--- config.mk ---
export PLATFORM = sky130hd
export DESIGN_NAME = lwh_ctrl
export DESIGN_NICKNAME = d
export VERILOG_FILES = /design/src/lwh_pkg.sv /design/src/lwh_ctrl.sv
export SDC_FILE = /design/constraint.sdc
export NUM_CORES = 1
export LEC_CHECK = 0
export BUFFER_PORTS_ARGS = -buffer_cell sky130_fd_sc_hd__buf_4
export CORE_AREA = 2 2 39 41
export DETAILED_ROUTE_END_ITERATION = 10
export DIE_AREA = 0 0 41 43
export MAX_ROUTING_LAYER = met4
export PLACE_DENSITY_LB_ADDON = 0.1
export SLEW_MARGIN = 20
export SYNTH_ARGS = -nofsm -noshare
export SYNTH_HDL_FRONTEND = slang
export SYNTH_SLANG_ARGS = --single-unit
--- constraint.sdc ---
create_clock -name i_clk -period 1.45 [get_ports i_clk]
set_clock_uncertainty 0.1 [all_clocks]
set_input_delay 0.0725 -clock i_clk [delete_from_list [all_inputs] [get_ports i_clk]]
set_output_delay 0.0725 -clock i_clk [all_outputs]
set_load 0.02 [all_outputs]
--- src/lwh_pkg.sv ---
`timescale 1ns / 1ps
`default_nettype none
// ----------------------------------------------------------------------------
// Langevin walk histogram package
// Shared widths, register indexes, reset values and controller types.
// ----------------------------------------------------------------------------
package lwh_pkg;

    localparam int MAX_BINS     = 1024;
    localparam int BIN_BITS     = $clog2(MAX_BINS);
    localparam int COUNT_BITS   = 32;
    localparam int POS_BITS     = 17;
    localparam int COEF_BITS    = 16;
    localparam int USED_BITS    = 11;
    localparam int CFG_IDX_BITS = 3;
    localparam int CFG_DATA_BITS = 17;

    // The distance top_edge - position spans 17 bits, one quotient bit per step.
    localparam int DIV_STEPS    = POS_BITS;
    localparam int DIV_CNT_BITS = $clog2(DIV_STEPS);

    localparam logic signed [POS_BITS+1:0] POS_MAX = 19'sd65535;
    localparam logic signed [POS_BITS+1:0] POS_MIN = -19'sd65536;

    localparam logic [CFG_IDX_BITS-1:0] CFG_DECAY     = 3'd0;
    localparam logic [CFG_IDX_BITS-1:0] CFG_NOISE     = 3'd1;
    localparam logic [CFG_IDX_BITS-1:0] CFG_TOP       = 3'd2;
    localparam logic [CFG_IDX_BITS-1:0] CFG_WIDTH     = 3'd3;
    localparam logic [CFG_IDX_BITS-1:0] CFG_USED      = 3'd4;
    localparam logic [CFG_IDX_BITS-1:0] CFG_START_POS = 3'd5;

    localparam logic [COEF_BITS-1:0] DECAY_RESET = 16'd64880;
    localparam logic [COEF_BITS-1:0] NOISE_RESET = 16'd579;
    localparam logic [COEF_BITS-1:0] TOP_RESET   = 16'd16384;
    localparam logic [COEF_BITS-1:0] WIDTH_RESET = 16'd41;
    localparam logic [USED_BITS-1:0] USED_RESET  = 11'd800;
    localparam logic signed [POS_BITS-1:0] START_POS_RESET = 17'sd0;

    typedef enum logic [3:0] {
        S_CLEAR,
        S_IDLE,
        S_MUL,
        S_ADD,
        S_DIV,
        S_BIN,
        S_RD,
        S_INC,
        S_DONE
    } t_state;

    typedef struct packed {
        logic load;      // latch the accepted input beat
        logic mul;       // register position * decay
        logic add;       // round, add noise, saturate, start divider
        logic div_step;  // one restoring division step
        logic bin;       // decide bin and hit
        logic rd;        // read the histogram entry
        logic inc;       // update the entry and form the count
        logic out_load;  // move the result into the output register
        logic clr_step;  // clear one histogram entry
    } t_dp_cmd;

    typedef struct packed {
        logic is_read;   // latched beat is a bin read
        logic div_last;  // this is the final division step
        logic clr_last;  // this is the final entry of the clearing pass
        logic out_free;  // output register can take a result this cycle
    } t_dp_stat;

endpackage
`default_nettype wire

--- src/lwh_ctrl.sv ---
`timescale 1ns / 1ps
`default_nettype none
// ----------------------------------------------------------------------------
// Langevin walk histogram controller
// Sequences the clearing pass and each beat through the datapath.
// ----------------------------------------------------------------------------
module lwh_ctrl
    import lwh_pkg::*;
(
    input  wire logic     i_clk,
    input  wire logic     i_rst_n,
    input  wire logic     i_in_valid,
    output logic          o_in_ready,
    input  wire t_dp_stat i_stat,
    output t_dp_cmd       o_cmd
);

    t_state r_state;
    t_state n_state;

    always_ff @(posedge i_clk) begin
        if (!i_rst_n) begin
            r_state <= S_CLEAR;
        end else begin
            r_state <= n_state;
        end
    end

    always_comb begin
        n_state    = r_state;
        o_cmd      = '0;
        o_in_ready = 1'b0;
        unique case (r_state)
            S_CLEAR: begin
                o_cmd.clr_step = 1'b1;
                if (i_stat.clr_last) begin
                    n_state = S_IDLE;
                end
            end
            S_IDLE: begin
                o_in_ready = 1'b1;
                if (i_in_valid) begin
                    o_cmd.load = 1'b1;
                    n_state    = S_MUL;
                end
            end
            S_MUL: begin
                o_cmd.mul = 1'b1;
                n_state   = i_stat.is_read ? S_RD : S_ADD;
            end
            S_ADD: begin
                o_cmd.add = 1'b1;
                n_state   = S_DIV;
            end
            S_DIV: begin
                o_cmd.div_step = 1'b1;
                if (i_stat.div_last) begin
                    n_state = S_BIN;
                end
            end
            S_BIN: begin
                o_cmd.bin = 1'b1;
                n_state   = S_RD;
            end
            S_RD: begin
                o_cmd.rd = 1'b1;
                n_state  = S_INC;
            end
            S_INC: begin
                o_cmd.inc = 1'b1;
                n_state   = S_DONE;
            end
            S_DONE: begin
                if (i_stat.out_free) begin
                    o_cmd.out_load = 1'b1;
                    n_state        = S_IDLE;
                end
            end
            default: begin
                n_state = S_IDLE;
            end
        endcase
    end

endmodule
`default_nettype wire

==> results of run 1 <==
## layout make-up
class | instances | area, µm²
well taps | 16 | 20.0
flip-flops and latches | 4 | 85.1
fillers | 153 | 892
repair buffers | 19 | 145
clock buffers | 3 | 22.5
inverters | 2 | 7.51
multi-input cells | 35 | 211
## per-stage QoR
stage	hold slack [ps]	worst slack, ps
final	60.8	68.0
after global routing	85.6	-3.64
after global placement	231	169
after CTS	64.2	19.5
after detailed placement	221	129
after floorplan	107	43.9
## per-layer routing
layer,vias to the layer above,track usage [%]
met2,9,15.3
met4,0,2.00
li1,196,-
met5,-,-
met1,190,13.2
met3,0,7.85
## synthesized netlist by cell type (2+ instances only)
master and count:
nand2_1 3, a21oi_1 2, and3_1 2, dfxtp_1 4, nor3_1 5, nor3b_1 2
buf_2 2, nand2b_1 3, nor2_1 6, buf_4 2
## power groups by stage
stage	registers, W	clock network (W)	logic, W
after floorplan	0.000161	0	0.000368
after global placement	0.000218	0	0.000472
after detailed placement	0.000218	0	0.000467
after CTS	0.000216	0.000147	0.000469
after global routing	0.000233	0.000156	0.000505
final	0.000225	0.000142	0.000464
## worst reg2reg max path: cells and delay by family, from the launching register on
| family | cells | cell delay, ps |
|---|---|---|
| AND/OR/NAND/NOR | 1 | 160 |
| flip-flops | 1 | 340 |
| AO/OA/AOI/OAI | 3 | 500 |
## worst paths after layout
kind / startpoint / endpoint / slack [ps] / cells past startpoint
worst max-delay path: r_state[3] / o_cmd[8] / 70 / 4
worst min-delay path: i_stat[1] / r_state[0] / 60 / 4
worst max register to register: r_state[0] / r_state[0] / 260 / 4
worst min register to register: r_state[2] / r_state[2] / 450 / 2
## cells by family after synthesis
| logic type | after synthesis |
|---|---|
| xor+xnor | 1 |
| buf+inv | 6 |
| compound gates | 7 |
| mux | 1 |
| flops | 4 |
| simple gates | 26 |
## timing repair
action,in CTS,in global routing
setup endpoints to repair,1,7
hold buffers,1,0
endpoints found under the hold margin,2,0
gates resized for setup,1,3
==> flow_summary.toml, run 1 <==
[grt]
globalRouteOverflowTotal = 0
grt_pass1_wl_um = 1300
grt.total_usage_pct = 11.1
antenna_found_initial = 0
grt_max_degree = 13
grt_pass1_vias = 327

[clock_tree]
clk_pin_slew_ps = 40
cts_tree = "done"
post_cts_buffers = 0
h-tree-depth = 1
numCtsBuffers = 3
clock_path_buffers = 2
root_buffer = "clkbuf_4"
clk_latency_ps = 240
cts_sinks = 4

[synth]
synth_seq_area_share_pct = 24.7
synth_top_area_share_pct = 24.7
yosysWarnings = 0
ys_types = 24
ys_ff_latch = 4
synth-xor-area-share_pct = 2.70
synth-compound-area-share_pct = 14.3
synth_fp_nets = 52
synth_area_um2 = 324
synth_area_leader_cell = "dfxtp_1"
synth_top_family_by_area = "simple AND/OR/NAND/NOR gates"
synth_ff_type = "dfxtp_1"
synth-simple-area-share_pct = 45.2
synthAdderAreaFrac_pct = 0
avgSynthCellArea_um2 = 7.20
synth_edf_count = 0
async_flop_share_pct = 0
synth.area.mux_share_pct = 3.09
synth_cells = 45
synthTopCellsByArea = "dfxtp_1 (25%), nor3_1 (7.7%), nor2_1 (6.9%)"

[pwr]
swShare_pct = 44.7
leakage_nw = 0.225
p_comb_share_pct = 55.9
ir_worst_vdd_v = 0.000663
power_density_nw_per_um2 = 1690
seqPwrFrac_pct = 27.0
p_int_w = 0.000460
power_w = 0.000831
p_clk_share_pct = 17.1
p_switching_w = 0.000371

[layout]
antennaDiodeCount = 0
mostFrequentLayoutCell = "buf_4"
largestRegisters = "r_state: 4 flops"
largest_register = "r_state"
drive_gt1_share_pct = 46.0
design_area_um2 = 492
utilization_pct = 35.5
largest_register_ffs = 4
most-common-layout-cells = "buf_4 (18), nor2_1 (6), nor3_1 (5)"
syn2layout_area_growth_pct = 51.7
final_cells = 79
nNetsFinal = 72

[sta]
setup_viol = 0
fmax_ghz = 0.724
relSlewSlack_pct = 84.1
slew_violations = 0
layout_min_cycle_time_ps = 1380
fin_crit_sh_pct = 95.3
rsz0062_at_grt = "true"
hold_viol = 0
finalSetupTns_ps = 0
worstMarginPinSlew_ps = 237

[floorplan]
ioPinCount = 17
start_util_pct = 23.4
dieArea_um2 = 1760
die_w_um = 41
coreArea_um2 = 1380
num_rows = 14
die_height_um = 43

[worst_setup_path]
critPathArrivalTime_ps = 1210
required_ps = 1280
cp_top_family = "simple AND/OR/NAND/NOR gates"
cp_cell_sequence = "nand2b_1 -> nor3_2 -> and2_1 -> buf_4"
end_kind = "primary output"
slowest_delay_ps = 350
cp_slowest_cell = "dfxtp_2"
critPathMaxFanout = 8
start_kind = "flip-flop"
cp_num_buf_inv = 1
path_class = "flip-flop to primary output"

[routing]
highest_layer = "met3"
wl_met3_um = 58
wl_met1_um = 358
vias = 395
routed_wl_um = 838
vias_per_cell = 5.00
drt_first_pass_iters = 2
drc = 0
routed-wl-met2_um = 420
detail-route-antenna-nets = 0
routedWlPerCell_um = 10.6
drtIter0Drc = 5

[run_status]
status = "complete, no violations"

[job]
cap_violations = 0

[place]
dp_hpwl_um = 632
io_buffers = 16
place_congestion = 0.621
dpl.cell_count = 75
place_area_um2 = 454

[worst_hold_path]
hold_class = "input port to flip-flop"
Power figures use the tool's default switching activity.
==> run 2: changes to the inputs <==
Settings changed: HOLD_SLACK_MARGIN from default to 0.1.
==> flow_summary.toml, run 2 (synthesis results as in run 1) <==
[run_status]
status = "complete, no violations"

[grt]
globalRouteOverflowTotal = 0
grt.total_usage_pct = 11.6
grt_pass1_wl_um = 1370
grt_max_degree = 13
antenna_found_initial = 0
grt_pass1_vias = 340

[worst_setup_path]
required_ps = 1280
start_kind = "flip-flop"
slowest_delay_ps = 350
cp_cell_sequence = "nand2b_1 -> nor3_2 -> and2_1 -> buf_4"
critPathArrivalTime_ps = 1210
cp_slowest_cell = "dfxtp_2"
path_class = "flip-flop to primary output"
end_kind = "primary output"
critPathMaxFanout = 8

[place]
dp_slack_ps = 129
dp_hpwl_um = 632
io_buffers = 16
place_area_um2 = 454
place_congestion = 0.621

[clock_tree]
cts_sinks = 4
h-tree-depth = 1
numCtsBuffers = 3
root_buffer = "clkbuf_4"
cts_tree = "done"
clk_pin_slew_ps = 40
clock_path_buffers = 2
clk_latency_ps = 240

[layout]
design_area_um2 = 522
most-common-layout-cells = "buf_4 (18), nor2_1 (6), nor3_1 (5)"
antennaDiodeCount = 0
drive_gt1_share_pct = 43.9
largest_register = "r_state"
largestRegisters = "r_state: 4 flops"
mostFrequentLayoutCell = "buf_4"
nNetsFinal = 75
largest_register_ffs = 4
syn2layout_area_growth_pct = 61.0

[sta]
layout_min_cycle_time_ps = 1380
rsz0062_at_grt = "true"
fin_crit_sh_pct = 95.2
relSlewSlack_pct = 84.1
fmax_ghz = 0.724
setup_ws_ps = 69.5
worstMarginPinSlew_ps = 237
setup_viol = 0
slew_violations = 0
hold_viol = 0

[pwr]
p_int_w = 0.000465
p_clk_share_pct = 17.0
power_density_nw_per_um2 = 1610
swShare_pct = 44.5
ir_worst_vdd_v = 0.000663
p_comb_share_pct = 56.2
seqPwrFrac_pct = 26.8
power_w = 0.000838
leakage_nw = 0.237
p_switching_w = 0.000373

[floorplan]
num_rows = 14
die_height_um = 43
dieArea_um2 = 1760
ioPinCount = 17
die_w_um = 41
start_util_pct = 23.4
coreArea_um2 = 1380

[worst_hold_path]
hold_class = "input port to flip-flop"

[routing]
vias_per_cell = 4.85
routedWlPerCell_um = 10.4
drt_first_pass_iters = 2
routed_wl_um = 853
detail-route-antenna-nets = 0
drtIter0Drc = 10
vias = 398
drc = 0

[job]
cap_violations = 0
run 2: cell types whose count changed in the layout (fill, tap and decap cells not counted), sizes merged:
cell / previous run / this run
dlygate4sd3: 1 / 4
run 2: what timing repair did:
action | in CTS | in global routing
pin swaps | 0 | 0
gates resized for setup | 1 | 3
endpoints found under the setup margin | 1 | 7
endpoints found under the hold margin | 4 | 0
buffers inserted | 0 | 0
hold buffers | 4 | 0
run 2: per-stage QoR:
stage | utilization [%] | setup TNS (ps) | std cells | hold WS [ps]
2_1_floorplan | - | 0 | 45 | 107
3_3_place_gp | 32.8 | 0 | 75 | 231
3_5_place_dp | 32.8 | 0 | 75 | 221
4_1_cts | 37.4 | 0 | 82 | 116
5_1_grt | 37.7 | -4.26 | 82 | 116
6_report | 37.7 | 0 | 82 | 109
run 2: final timing paths:
path                            startpoint         end  slack, ps  depth (start not counted)
worst min register to register  r_state[2]  r_state[2]        450                          2
worst max-delay path            r_state[3]    o_cmd[8]         70                          4
worst max register to register  r_state[0]  r_state[0]        260                          4
worst min-delay path             i_stat[0]  r_state[3]        110                          4
run 2: power groups by stage:
stage / logic, W / registers, W / clock network (W)
2_1_floorplan: 0.000368 / 0.000161 / 0
3_3_place_gp: 0.000472 / 0.000218 / 0
3_5_place_dp: 0.000467 / 0.000218 / 0
4_1_cts: 0.000476 / 0.000216 / 0.000147
5_1_grt: 0.000512 / 0.000233 / 0.000156
6_report: 0.000471 / 0.000225 / 0.000143
run 2: per-layer routing:
metal	track usage [%]	vias to the layer above	routed length, µm
met3	7.85	0	57
met1	14.1	187	377
met5	-	-	0
met4	2.00	0	0
li1	-	202	-
met2	15.9	9	418
run 2: cell type report:
| type | instances | area (µm²) |
|---|---|---|
| clock buffers | 3 | 22.5 |
| inverters | 2 | 7.51 |
| repair buffers | 22 | 175 |
| multi-input cells | 35 | 211 |
| fillers | 152 | 862 |
| well taps | 16 | 20.0 |
| flip-flops and latches | 4 | 85.1 |
run 2: critical path, delay by kind of cell, from the launching register on:
kind | cells | cell delay [ps]
and+or+nand+nor | 3 | 480
DFF | 1 | 350
buffers and inverters | 1 | 130
==> run 3: changes to the inputs <==
Settings changed: BUFFER_PORTS_ARGS -buffer_cell sky130_fd_sc_hd__buf_4 to -buffer_cell sky130_fd_sc_hd__buf_2.
==> flow_summary.toml, run 3 (synthesis results as in run 1) <==
[run_status]
status = "complete, no violations"

[clock_tree]
cts_tree = "done"
clock_path_buffers = 2
numCtsBuffers = 3
clk_pin_slew_ps = 40
post_cts_buffers = 0
root_buffer = "clkbuf_4"
h-tree-depth = 1
clk_latency_ps = 230
cts_sinks = 4

[sta]
rsz0062_at_grt = "false"
finalSetupTns_ps = 0
setup_viol = 0
whs_ps = 167
layout_min_cycle_time_ps = 1360
fmax_ghz = 0.737
fin_crit_sh_pct = 93.6
setup_ws_ps = 92.3
hold_viol = 0
slew_violations = 0
relSlewSlack_pct = 85.3
worstMarginPinSlew_ps = 220

[routing]
vias = 380
drc = 0
drtIter0Drc = 5
drt_first_pass_iters = 4
routed_wl_um = 796
vias_per_cell = 4.58
detail-route-antenna-nets = 0
routedWlPerCell_um = 9.59

[layout]
drive_gt1_share_pct = 46.3
largest_register = "r_state"
syn2layout_area_growth_pct = 56.8
largestRegisters = "r_state: 4 flops"
utilization_pct = 36.7
nNetsFinal = 76
largest_register_ffs = 4
most-common-layout-cells = "buf_2 (15), nor2_1 (6), nor3_1 (5), dlygate4sd3_1 (5), dfxtp_2 (4)"
mostFrequentLayoutCell = "buf_2"
antennaDiodeCount = 0

[pwr]
leakage_nw = 0.238
ir_worst_vdd_v = 0.000560
power_density_nw_per_um2 = 1600

[grt]
grt_max_degree = 13
grt.total_usage_pct = 10.7
globalRouteOverflowTotal = 0
antenna_found_initial = 0
grt_pass1_vias = 310
grt_pass1_wl_um = 1270

[worst_hold_path]
hold_class = "input port to flip-flop"

[worst_setup_path]
end_kind = "primary output"
slowest_delay_ps = 340
cp_cell_sequence = "buf_4 -> nor4_2 -> buf_2"
cp_slowest_cell = "dfxtp_2"
critPathMaxFanout = 9
path_class = "flip-flop to primary output"
start_kind = "flip-flop"
required_ps = 1280
critPathArrivalTime_ps = 1190

[floorplan]
die_height_um = 43
start_util_pct = 23.4
coreArea_um2 = 1380
die_w_um = 41
num_rows = 14
dieArea_um2 = 1760
ioPinCount = 17

[job]
cap_violations = 0

[place]
dp_hpwl_um = 621
io_buffers = 16
place_congestion = 0.642
dp_slack_ps = 145
[run 3: per-layer routing]
metal / routed length (µm) / global-route usage, % / vias up
li1: - / - / 200
met1: 328 / 15.1 / 168
met2: 408 / 13.1 / 12
met3: 59 / 6.28 / 0
met4: 0 / 2.00 / 0
met5: 0 / - / -
[run 3: report_power, final]
group / switching, W / internal, W / total, W
sequential: 0.0000810 / 0.000150 / 0.000231
combinational: 0.000245 / 0.000202 / 0.000447
clock: 0.0000435 / 0.0000925 / 0.000136
[run 3: critical path, delay by kind of cell, from the launching register on]
family / cells / cell delay [ps]
buffers and inverters: 2 / 370
DFF: 1 / 340
and+or+nand+nor: 1 / 240
[run 3: final cells by class]
cell class	count	area [µm²]
fill	161	876
tap	16	20.0
sequential	4	85.1
timing repair buffer	23	148
multi-input combinational	35	225
clock buffer	3	22.5
inverter	2	7.51
[run 3: path summary, 6_finish.rpt]
| path | from | endpoint | slack, ps | cells after the start |
|---|---|---|---|---|
| max | r_state[0] | o_cmd[0] | 90 | 3 |
| min reg2reg | r_state[2] | r_state[2] | 460 | 2 |
| max reg2reg | r_state[0] | r_state[0] | 260 | 4 |
| min | i_in_valid | r_state[0] | 170 | 4 |
[run 3: timing repair]
action,4_1_cts,5_1_grt
hold endpoints to repair,4,0
gates cloned,0,0
hold buffers,5,0
gates resized for setup,1,7
endpoints found under the setup margin,1,7
[run 3: through the flow]
stage	cell area, µm²	power (W)	cells
CTS	488	0.000794	83
detailed placement	414	0.000643	75
finish	508	0.000814	83
floorplan	324	0.000529	45
global placement	414	0.000646	75
global route	508	0.000891	83
